### src/sv/sab_pkg.sv
// ============================================================================
// sab_pkg
// Shared types, codes and constants of the session ack binder.
// ============================================================================
package sab_pkg;

   // Default expected length of an ack packet in bytes
   localparam int unsigned ACK_LENGTH_DEFAULT = 51;

   // Recognised ack opcode, minimum length for opcode inspection, version
   localparam logic [15:0] ACK_OPCODE      = 16'h1007;
   localparam logic [15:0] MIN_PKT_LENGTH  = 16'd6;
   localparam logic [7:0]  ACK_VERSION     = 8'd1;

   // Stream widths
   localparam int unsigned REQ_TDATA_W = 400;
   localparam int unsigned RSP_TDATA_W = 48;
   localparam int unsigned CSR_ADDR_W  = 2;
   localparam int unsigned CSR_DATA_W  = 64;

   // Register indexes of the configuration port
   typedef enum logic [CSR_ADDR_W-1:0] {
      CSR_RUN_ID_LOW  = 2'd0,
      CSR_RUN_ID_HIGH = 2'd1,
      CSR_RUN_VALID   = 2'd2
   } csr_index_type;

   // Event kinds on the request channel
   typedef enum logic [1:0] {
      ACT_BEGIN  = 2'd0,
      ACT_PACKET = 2'd1,
      ACT_READY  = 2'd2
   } action_type;

   // Connection states
   typedef enum logic [1:0] {
      LINK_UNBOUND = 2'd0,
      LINK_PENDING = 2'd1,
      LINK_BOUND   = 2'd2,
      LINK_UNAVAIL = 2'd3
   } link_state_type;

   // Result status codes
   typedef enum logic [3:0] {
      STATUS_OK           = 4'd0,
      STATUS_LENGTH       = 4'd1,
      STATUS_VERSION      = 4'd2,
      STATUS_RUN_UNAVAIL  = 4'd3,
      STATUS_RUN_MISMATCH = 4'd4,
      STATUS_ZERO_ATTEMPT = 4'd5,
      STATUS_ZERO_BOOT    = 4'd6,
      STATUS_NEG_SESSION  = 4'd7,
      STATUS_STALE        = 4'd8,
      STATUS_ALREADY      = 4'd9,
      STATUS_NOT_PENDING  = 4'd10,
      STATUS_NOT_CONSUMED = 4'd11
   } status_type;

   // Configuration registers as seen by the datapath
   typedef struct packed {
      logic [63:0] run_id_low;
      logic [63:0] run_id_high;
      logic        run_valid;
   } cfg_type;

   // One request beat, unpacked
   typedef struct packed {
      action_type  action;
      logic        ready_flag;
      logic [15:0] packet_length;
      logic [15:0] ack_opcode;
      logic [7:0]  ack_version;
      logic [63:0] ack_run_low;
      logic [63:0] ack_run_high;
      logic [31:0] ack_attempt;
      logic [63:0] ack_boot_low;
      logic [63:0] ack_boot_high;
      logic [63:0] ack_session;
   } item_type;

   // Connection state kept between beats
   typedef struct packed {
      link_state_type link_state;
      logic [31:0]    attempt_count;
      logic           consumer_ready;
      logic [63:0]    bound_boot_low;
      logic [63:0]    bound_boot_high;
      logic [62:0]    bound_session;
   } link_type;

   // One response beat, unpacked
   typedef struct packed {
      status_type     status;
      logic           consumed;
      logic           newly_bound;
      logic           begin_available;
      logic [31:0]    attempt_out;
      link_state_type connection_state;
   } result_type;

endpackage

### src/sv/sab_csr.sv
// ============================================================================
// sab_csr
// Configuration registers: run id and its valid flag, write-only.
// ============================================================================
module sab_csr (
   input  logic                                clock,
   input  logic                                reset,
   input  logic                                csr_we,
   input  logic [sab_pkg::CSR_ADDR_W-1:0]      csr_addr,
   input  logic [sab_pkg::CSR_DATA_W-1:0]      csr_wdata,
   output sab_pkg::cfg_type                    cfg
);
   import sab_pkg::*;

   cfg_type cfg_ff;
   cfg_type cfg_in;

   // decode the write; indexes beyond the list are dropped
   always_comb begin
      cfg_in = cfg_ff;
      if (csr_we) begin
         unique case (csr_index_type'(csr_addr))
            CSR_RUN_ID_LOW:  cfg_in.run_id_low  = csr_wdata;
            CSR_RUN_ID_HIGH: cfg_in.run_id_high = csr_wdata;
            CSR_RUN_VALID:   cfg_in.run_valid   = csr_wdata[0];
            default:         cfg_in = cfg_ff;
         endcase
      end
   end

   always_ff @(posedge clock) begin
      if (reset) begin
         cfg_ff <= '0;
      end else begin
         cfg_ff <= cfg_in;
      end
   end

   assign cfg = cfg_ff;

endmodule

### src/sv/sab_eval.sv
// ============================================================================
// sab_eval
// Single-pass evaluation of one event against the connection state.
// ============================================================================
module sab_eval #(
   parameter int unsigned ACK_LENGTH = sab_pkg::ACK_LENGTH_DEFAULT
) (
   input  sab_pkg::cfg_type    cfg,
   input  sab_pkg::item_type   item,
   input  sab_pkg::link_type   cur,
   output sab_pkg::link_type   nxt,
   output sab_pkg::result_type res
);
   import sab_pkg::*;

   localparam logic [15:0] AckLen = 16'(ACK_LENGTH);

   status_type pkt_status;
   logic       pkt_bind;
   logic       begin_ok;

   // packet checks, first failing check wins
   always_comb begin
      pkt_bind = 1'b0;
      priority if (item.packet_length < MIN_PKT_LENGTH || item.ack_opcode != ACK_OPCODE)
         pkt_status = STATUS_NOT_CONSUMED;
      else if (item.packet_length != AckLen)
         pkt_status = STATUS_LENGTH;
      else if (item.ack_version != ACK_VERSION)
         pkt_status = STATUS_VERSION;
      else if (!cfg.run_valid)
         pkt_status = STATUS_RUN_UNAVAIL;
      else if (item.ack_run_low != cfg.run_id_low || item.ack_run_high != cfg.run_id_high)
         pkt_status = STATUS_RUN_MISMATCH;
      else if (item.ack_attempt == '0)
         pkt_status = STATUS_ZERO_ATTEMPT;
      else if ((item.ack_boot_low | item.ack_boot_high) == '0)
         pkt_status = STATUS_ZERO_BOOT;
      else if (item.ack_session[63])
         pkt_status = STATUS_NEG_SESSION;
      else if (item.ack_attempt != cur.attempt_count)
         pkt_status = STATUS_STALE;
      else if (cur.link_state == LINK_BOUND) begin
         // same pair is acknowledged again with ok status, any other pair is refused
         if (item.ack_boot_low != cur.bound_boot_low
             || item.ack_boot_high != cur.bound_boot_high
             || item.ack_session[62:0] != cur.bound_session)
            pkt_status = STATUS_ALREADY;
         else
            pkt_status = STATUS_OK;
      end
      else if (cur.link_state != LINK_PENDING)
         pkt_status = STATUS_NOT_PENDING;
      else begin
         pkt_status = STATUS_OK;
         pkt_bind   = 1'b1;
      end
   end

   assign begin_ok = cfg.run_valid && cur.consumer_ready && (cur.attempt_count != '1);

   // state update and result fields
   always_comb begin
      nxt                 = cur;
      res.status          = STATUS_OK;
      res.consumed        = 1'b0;
      res.newly_bound     = 1'b0;
      res.begin_available = 1'b0;
      unique case (item.action)
         ACT_BEGIN: begin
            if (begin_ok) begin
               nxt.attempt_count   = cur.attempt_count + 32'd1;
               nxt.link_state      = LINK_PENDING;
               res.begin_available = 1'b1;
            end else begin
               nxt.link_state = LINK_UNAVAIL;
               res.status     = STATUS_RUN_UNAVAIL;
            end
         end
         ACT_PACKET: begin
            res.status   = pkt_status;
            res.consumed = (pkt_status != STATUS_NOT_CONSUMED);
            if (pkt_bind) begin
               nxt.bound_boot_low  = item.ack_boot_low;
               nxt.bound_boot_high = item.ack_boot_high;
               nxt.bound_session   = item.ack_session[62:0];
               nxt.link_state      = LINK_BOUND;
               res.newly_bound     = 1'b1;
            end
         end
         ACT_READY: begin
            nxt.consumer_ready = item.ready_flag;
            if (!item.ready_flag) nxt.link_state = LINK_UNAVAIL;
         end
         default: begin
            nxt = cur;
         end
      endcase
      res.attempt_out      = nxt.attempt_count;
      res.connection_state = nxt.link_state;
   end

endmodule

### src/sv/session_ack_binder_unit.sv
// ============================================================================
// session_ack_binder_unit
// Binds a connection to a configured run id from begin, ack and readiness
// events; one response beat per request beat.
// ============================================================================
// Usage:
//   req_* : request beats. req_tuser carries the event kind (begin, packet,
//           set readiness); req_tdata carries readiness flag and ack fields.
//   rsp_* : one response beat per request beat, in order: status, flags,
//           attempt count and connection state after the event.
//   csr_* : write-only run id and run-valid registers; write while idle.
// Pipeline: a request beat passes the input register, then evaluation into
//   the response register.
// Throughput: one beat per cycle while rsp_tready is high; the connection
//   state is read and updated in one evaluation pass: no gap between beats.
// Reset: connection state unbound, attempt count zero, consumer not ready,
//   bound pair zero, run id and run-valid zero; both stages empty.
// Stall: while rsp_tready is low the response holds, one more request sits
//   in the input register, then req_tready drops until the response is taken.
// ============================================================================
module session_ack_binder_unit #(
   parameter int unsigned ACK_LENGTH = sab_pkg::ACK_LENGTH_DEFAULT
) (
   input  logic                               clock,
   input  logic                               reset,
   // request: tuser = action[1:0]
   // tdata = ready_flag, packet_length, ack_opcode, ack_version, ack_run_low,
   //         ack_run_high, ack_attempt, ack_boot_low, ack_boot_high,
   //         ack_session, zero pad
   input  logic                               req_tvalid,
   output logic                               req_tready,
   input  logic [sab_pkg::REQ_TDATA_W-1:0]    req_tdata,
   input  logic [1:0]                         req_tuser,
   // response: tdata = status, consumed, newly_bound, begin_available,
   //           attempt_out, connection_state, zero pad
   output logic                               rsp_tvalid,
   input  logic                               rsp_tready,
   output logic [sab_pkg::RSP_TDATA_W-1:0]    rsp_tdata,
   // configuration
   input  logic                               csr_we,
   input  logic [sab_pkg::CSR_ADDR_W-1:0]     csr_addr,
   input  logic [sab_pkg::CSR_DATA_W-1:0]     csr_wdata
);
   import sab_pkg::*;

   cfg_type    cfg;
   item_type   req_item;
   item_type   item_ff;
   logic       item_valid_ff;
   logic       item_valid_in;
   link_type   link_ff;
   link_type   link_nxt;
   result_type eval_res;
   result_type rsp_ff;
   logic       rsp_valid_ff;
   logic       rsp_valid_in;
   logic       fire;
   logic       req_take;

   sab_csr u_csr (
      .clock     (clock),
      .reset     (reset),
      .csr_we    (csr_we),
      .csr_addr  (csr_addr),
      .csr_wdata (csr_wdata),
      .cfg       (cfg)
   );

   // unpack request beat
   always_comb begin
      req_item.action        = action_type'(req_tuser);
      req_item.ready_flag    = req_tdata[0];
      req_item.packet_length = req_tdata[16:1];
      req_item.ack_opcode    = req_tdata[32:17];
      req_item.ack_version   = req_tdata[40:33];
      req_item.ack_run_low   = req_tdata[104:41];
      req_item.ack_run_high  = req_tdata[168:105];
      req_item.ack_attempt   = req_tdata[200:169];
      req_item.ack_boot_low  = req_tdata[264:201];
      req_item.ack_boot_high = req_tdata[328:265];
      req_item.ack_session   = req_tdata[392:329];
   end

   // handshake: evaluate when the response slot is free or draining
   assign fire          = item_valid_ff && (!rsp_valid_ff || rsp_tready);
   assign req_tready    = !item_valid_ff || fire;
   assign req_take      = req_tvalid && req_tready;
   assign item_valid_in = req_take || (item_valid_ff && !fire);
   assign rsp_valid_in  = fire || (rsp_valid_ff && !rsp_tready);

   sab_eval #(
      .ACK_LENGTH (ACK_LENGTH)
   ) u_eval (
      .cfg  (cfg),
      .item (item_ff),
      .cur  (link_ff),
      .nxt  (link_nxt),
      .res  (eval_res)
   );

   // control and connection state
   always_ff @(posedge clock) begin
      if (reset) begin
         item_valid_ff <= 1'b0;
         rsp_valid_ff  <= 1'b0;
         link_ff       <= '0;
      end else begin
         item_valid_ff <= item_valid_in;
         rsp_valid_ff  <= rsp_valid_in;
         if (fire) link_ff <= link_nxt;
      end
   end

   // payload registers
   always_ff @(posedge clock) begin
      if (req_take) item_ff <= req_item;
      if (fire)     rsp_ff  <= eval_res;
   end

   assign rsp_tvalid = rsp_valid_ff;
   assign rsp_tdata  = {7'b0, rsp_ff.connection_state, rsp_ff.attempt_out,
                        rsp_ff.begin_available, rsp_ff.newly_bound,
                        rsp_ff.consumed, rsp_ff.status};

   // a new binding always reports bound with ok status
   a_newly_bound : assert property (@(posedge clock) disable iff (reset)
      rsp_valid_ff && rsp_ff.newly_bound |->
         rsp_ff.connection_state == LINK_BOUND && rsp_ff.status == STATUS_OK)
      else $error("newly bound result without bound state");

   // a successful begin leaves the link pending with a nonzero attempt
   a_begin_ok : assert property (@(posedge clock) disable iff (reset)
      rsp_valid_ff && rsp_ff.begin_available |->
         rsp_ff.connection_state == LINK_PENDING && rsp_ff.attempt_out != '0)
      else $error("begin available without pending state");

   // attempt count moves only on an evaluated begin event
   a_attempt_hold : assert property (@(posedge clock) disable iff (reset)
      !(fire && item_ff.action == ACT_BEGIN) |=> $stable(link_ff.attempt_count))
      else $error("attempt count changed outside a begin event");

   // a bound link always holds a nonzero boot id
   a_bound_boot : assert property (@(posedge clock) disable iff (reset)
      link_ff.link_state == LINK_BOUND |->
         (link_ff.bound_boot_low | link_ff.bound_boot_high) != '0)
      else $error("bound link with zero boot id");

endmodule
### config.mk
export PLATFORM = sky130hd
export DESIGN_NAME = session_ack_binder_unit
export DESIGN_NICKNAME = d
export VERILOG_FILES = /design/src/sv/sab_pkg.sv /design/src/sv/sab_csr.sv /design/src/sv/sab_eval.sv /design/src/sv/session_ack_binder_unit.sv
export SDC_FILE = /design/constraint.sdc
export NUM_CORES = 1
export LEC_CHECK = 0
export ABC_AREA = 1
export BUFFER_PORTS_ARGS = -buffer_cell sky130_fd_sc_hd__buf_4
export CAP_MARGIN = 20
export CORE_UTILIZATION = 40
export CTS_CLUSTER_DIAMETER = 40
export DETAILED_ROUTE_END_ITERATION = 10
export GPL_TIMING_DRIVEN = 0
export SLEW_MARGIN = 30
export SYNTH_ARGS = -nofsm -noshare
export SYNTH_HDL_FRONTEND = slang
export SYNTH_SLANG_ARGS = --single-unit
### constraint.sdc
create_clock -name clock -period 10.6 [get_ports clock]
set_clock_uncertainty 0.1 [all_clocks]
set_input_delay 1.59 -clock clock [delete_from_list [all_inputs] [get_ports clock]]
set_output_delay 1.59 -clock clock [all_outputs]
set_load 0.05 [all_outputs]
==> Yosys cells after proc, flatten, opt, wreduce, memory -nomap -nowiden <==
Cells that the tools add are included.
{ "totals": {"register_bits": 793, "in_bits": 473} }
{ "op_classes": {"n_bitwise": 1, "reduce_logical": 27, "n_lt_le_gt_ge": 1, "n_eq_ne": 17, "n_mux": 33, "add_sub_neg": 1} }
{ "ops": {"columns": ["op", "count"], "rows": [
  ["64-bit inequality test", 4],
  ["64-bit logical NOT", 1],
  ["32-bit 2-to-1 mux", 2],
  ["64-bit OR", 1],
  ["63-bit inequality test", 1],
  ["4-bit 2-to-1 mux", 12],
  ["32-bit by 1-bit adder with 32-bit output (second input constant)", 1],
  ["32-bit logical NOT", 1],
  ["32-bit inequality test", 1],
  ["32-bit inequality test (second input constant)", 1],
  ["16-bit by 3-bit less-than comparator with 1-bit output (second input constant)", 1],
  ["16-bit by 13-bit inequality test with 1-bit output (second input constant)", 1],
  ["16-bit by 6-bit inequality test with 1-bit output (second input constant)", 1],
  ["1-bit 2-to-1 mux", 13],
  ["1-bit logical OR", 8],
  ["2-bit 2-to-1 mux", 4],
  ["8-bit by 1-bit inequality test with 1-bit output (second input constant)", 1],
  ["4-bit one-hot mux with 2 select lines", 1],
  ["2-bit AND reduction", 4],
  ["2-bit equality test (second input constant)", 3],
  ["1-bit logical AND", 6],
  ["2-bit one-hot mux with 3 select lines", 1],
  ["2-bit by 1-bit equality test with 1-bit output (second input constant)", 2],
  ["1-bit logical NOT", 4],
  ["4 further kinds", 5]
]} }

==> Logic depth before layout (Yosys ltp) <==
{ "logic_depth": {"depth_word": 15, "ltp_mapped": 20, "ltp_nobuf": 20} }

==> By module <==
Synthesis repeated with hierarchy kept, for this count alone.
{ "hier_totals": {"cells_unflattened": 4670, "area_unflattened_um2": 39983.3} }
{ "by_module_without_submodules": {"columns": ["module", "cells_per_inst", "instances", "area_each_um2"], "rows": [
  ["session_ack_binder_unit", 1937, 1, 23202.3],
  ["sab_eval", 1897, 1, 11310.8],
  ["sab_csr", 836, 1, 5470.2]
]} }

==> Worst setup path before layout <==
OpenSTA, ideal clock, no wires.
{ "synth_timing": {"kind": "input -> register", "start": "input port rsp_tready", "end": "register item_ff[0] (netlist bit), enable pin", "path_slack_ps": 25, "t_arrival_ps": 9732, "n_path_buf": 0, "stages": 4, "cell_sequence": "inv_1 -> nand3_1 -> nand2_1 -> inv_1"} }
{ "synth_via": {"elab_chain_cells": 4} }
{ "synth_lines": {"columns": ["element", "line_no", "rtl"], "rows": [
  ["from (decl)", "session_ack_binder_unit.sv:37", "input logic rsp_tready,"],
  ["1-bit logical OR", "session_ack_binder_unit.sv:85", "assign fire = item_valid_ff && (!rsp_valid_ff || rsp_tready);"],
  ["1-bit logical AND", "session_ack_binder_unit.sv:85", null],
  ["1-bit logical OR", "session_ack_binder_unit.sv:86", "assign req_tready = !item_valid_ff || fire;"],
  ["named net req_tready", "session_ack_binder_unit.sv:31", "output logic req_tready,"],
  ["1-bit logical AND", "session_ack_binder_unit.sv:87", "assign req_take = req_tvalid && req_tready;"],
  ["named net req_take", "session_ack_binder_unit.sv:58", "logic req_take;"],
  ["to (signal assigned)", "session_ack_binder_unit.sv:116", "if (req_take) item_ff <= req_item;"],
  ["to (decl)", "session_ack_binder_unit.sv:48", "item_type item_ff;"]
]} }
The timed path passes the listed nets, and every way through them passes these cells.
A chain may end at the register's enable or synchronous reset.

==> Worst setup path in the final report <==
{ "layout_timing": {"start": "register item_ff[305] (netlist bit)", "end": "register link_ff[145] (netlist bit)"} }
{ "layout_via": {"elab_chain_cells": 8} }
{ "layout_lines": {"columns": ["element", "line_no", "rtl"], "rows": [
  ["64-bit inequality test", "sab_eval.sv:33", "else if (item.ack_run_low != cfg.run_id_low || item.ack_run_high != cfg.run_id_high)"],
  ["1-bit logical OR", "sab_eval.sv:33", null],
  ["1-bit 2-to-1 mux", "sab_eval.sv:33", null],
  ["1-bit 2-to-1 mux", "sab_eval.sv:31", "else if (!cfg.run_valid)"],
  ["1-bit 2-to-1 mux", "sab_eval.sv:29", "else if (item.ack_version != ACK_VERSION)"],
  ["1-bit 2-to-1 mux", "sab_eval.sv:27", "else if (item.packet_length != AckLen)"],
  ["1-bit 2-to-1 mux", "sab_eval.sv:25", "priority if (item.packet_length < MIN_PKT_LENGTH || item.ack_opcode != ACK_OPCODE)"],
  ["3-bit AND reduction (no source line)", null, null],
  ["to (signal assigned)", "session_ack_binder_unit.sv:110", "if (fire) link_ff <= link_nxt;"],
  ["to (decl)", "session_ack_binder_unit.sv:51", "link_type link_ff;"]
]} }
No other way between the ends.

==> metrics.md <==
| Metric | Value |
|---|---|
| Share of post-route cells with drive strength above 1 | `19.5%` |
| RSZ-0062 raised after global routing | `no` |
| Post-synth EDFFs | `436` |
| Fin nets | `4,384` |
| Die width | `285 µm` |
| Final Max Tran Viols | `0` |
| Io pins | `523` |
| Slew margin rel. | `around 47%` |
| Postcts setup bufs | `0` |
| Static Leakage | `about 0.017 µW` |
| Top FF cell, synth | `edfxtp_1` |
| Tcrit/Tclk final | `roughly 36%` |
| Fraction of registers with async set/reset | `0%` |
| Cell variety after synth | `36` |
| H-Tree Depth | `3` |
| Final WS setup | `6.83 ns` |
| Most frequent cells in the layout | `552 x nor2_1, 516 x buf_4, 436 x nand2_1, 436 x edfxtp_1, 363 x o21ai_0` |
| Hold Crit Class | `flop to flop` |
| Die area | `81,100 µm²` |
| Vias | `24,048` |
| Internal reg-to-reg setup slack | `6.83 ns` |
| CTS Sinks | `793` |
| Mapped cell area | `32,000 µm²` |
| Crit start category | `flop` |
| Largest net degree at the start of global routing | `91` |
| Max_cap viols | `0` |
| CTS resizes | `0` |
| Drt wl/cell | `17.6 µm` |
| Most common cell after layout, fill and taps aside | `nor2_1` |
| PD cells | `~190 nW/µm²` |
| Maximum clock insertion buffer count | `3` |
| Congestion Overflow GR | `0` |
| I/O Buffers | `508` |
| First-pass GRT wire length | `around 130,000 µm` |
| GP Congestion | `between 0.8 and 0.9` |
| CP required | `around 11 ns` |
| Core Footprint | `79,000 µm²` |
| Max FO, Critical Path | `10` |
| Synth top area share | `40.9%` |
| Number of synthesized register bits | `793` |
| Site row count | `103` |
| Final wirelength | `89,100 µm` |
| Crit Path Class | `flop to flop` |
| Iter 0 DRT Violations | `1,427` |
| Slew @ Worst Pin | `0.793 ns` |
| Status | `finished, final reports clean` |
| Setup_tns | `0 ns` |
| Initial antenna violation count | `22` |
| Synth Warn # | `0` |
| Min Tclk post-route | `3.77 ns` |
| Clock root buffer master | `clkbuf_16` |
| Post-synthesis cell count | `3,268` |
| TritonCTS clock tree | `built` |
| Remaining DRCs | `0` |
| Die height | `between 200 and 300 µm` |
| Number of buffers created by CTS | `118` |
| CP endpoint kind | `flop` |
| Drt pass-1 iters | `5` |
| Synth top area cells | `edfxtp_1 41%, dfxtp_1 22%, nor2_1 6.5%` |
| DP Wirelength | `65,600 µm` |
| Number of global-route vias before repair | `23,072` |
| Initial Utilization | `40.5%` |
| Worst-skew pair later-pin latency | `0.67 ns` |
| Hold Fails Final Rpt | `0` |
| Gr usage total | `21.5%` |
| Sequential fraction of the synthesis area | `a little over three fifths` |
| Crit path arrival time | `4.21 ns` |
| Final setup fails | `0` |
| Via density | `4.74` |
| Area growth from synthesis to layout | `29.5%` |
| R2R Path End | `link_ff[145]` |
| Worst-case reg-to-reg path depth | `12` |
| Setup WS pre-CTS | `6.28 ns` |
| Fmax achieved | `0.266 GHz` |
| Cts hold-fix bufs | `0` |
| Worst vdd ir | `0.143 mV` |
| Hold EP | `link_ff[191]` |
| Cell accounting for the most synthesized area | `edfxtp_1` |
| Synth Area per Inst | `slightly below 10 µm²` |
| CTS clk-pin slew, worst paths | `roughly 0.05 ns` |
| Hold Crit Start | `link_ff[191]` |
| Reg-to-reg critical path startpoint | `item_ff[305]` |
| Final antenna-violating net count | `0` |
| Worst hold stages | `2` |
cell families (layout without fill, tap and decap cells):
kind of cell               after synthesis  in the layout  synth area share (%)
adders and majority gates                3              3                 0.117
and+or+nand+nor                       1181           1181                  15.2
buffers and inverters                  488           1227                  5.96
xor gates and xnor gates               243            243                  6.65
AOI/OAI and AO/OA                      559            559                  8.77
other                                    1             15                0.0117
DFF                                    793            793                  63.3
how the worst max path moves through the flow:
stage,slack (ns),endpoint,startpoint
after floorplan,0.03,item_ff[0],rsp_tready
after global placement,-3.81,item_ff[14],rsp_tready
after detailed placement,6.28,link_ff[175],reset
after CTS,6.70,link_ff[145],item_ff[305]
after global routing,6.55,link_ff[149],item_ff[325]
final,6.83,link_ff[145],item_ff[305]
metrics by stage:
| step | power [µW] | instances | area [µm²] | hold WS (ns) | utilization (%) |
|---|---|---|---|---|---|
| final | 7910 | 5071 | 41400 | 0.363 | 52.4 |
| after global routing | 8180 | 5069 | 41400 | 0.388 | 52.4 |
| after CTS | 8000 | 5063 | 41400 | 0.362 | 52.4 |
| after detailed placement | 4060 | 4838 | 37300 | 0.353 | 47.2 |
| after global placement | 4090 | 4832 | 37100 | 0.350 | 47.0 |
| after floorplan | 3810 | 3274 | 32000 | 0.324 | - |
critical path: stages, from the launching register on:
cell	delay [ns]
edfxtp_1	0.43
xnor2_1	0.20
nand3_1	0.09
nor2_1	0.18
nand4_1	0.19
nor3_1	0.36
nand3_1	0.29
nor2_1	0.18
nand2_1	0.14
nor3_4	0.59
buf_2	0.43
buf_2	0.32
a21oi_1	0.11
per-layer routing:
metal	track usage, %	vias to the layer above	wire [µm]
li1	-	12090	-
met1	27.2	11127	37300
met2	36.1	643	42900
met3	5.10	166	6290
met4	7.41	22	2430
met5	0	-	157
Yosys cell counts, types with 2 or more instances:
library cell / number
nand3b_1: 2
nor2b_1: 2
o21ai_1: 2
nor4_1: 26
or2_0: 4
or2_1: 2
buf_2: 29
o21ai_0: 363
nand2_1: 436
nor3_1: 18
inv_2: 2
clkbuf_1: 83
or2_2: 8
ha_1: 3
nand4_1: 84
nand3_1: 42
nor2_1: 552
dfxtp_1: 357
xnor2_1: 140
buf_4: 8
edfxtp_1: 436
inv_1: 363
xor2_1: 103
a21oi_1: 191
area by class of cell:
cell class              count  area [µm²]
multi-input cells        1993        9860
clock inverters            82         801
inverters                 366        1380
fillers                  7097       37600
flip-flops and latches    793       20200
repair buffers            514        3970
clock buffers             143        3270
diodes                      8        20.0
plain buffers             122         542
well taps                1050        1310
power breakdown:
part           internal, µW  switching, µW  leakage, µW
clock                  2420           1490      0.00194
sequential             3400           84.5      0.00715
combinational           233            280      0.00788
registers in the layout (all words and copies together), names as in the netlist:
register and flops:
rsp_tvalid 1, rsp_tdata 41, item_valid_ff 1, item_ff 395, u_csr.cfg 129, link_ff 226
No activity file was read; power rests on OpenSTA's default activity.
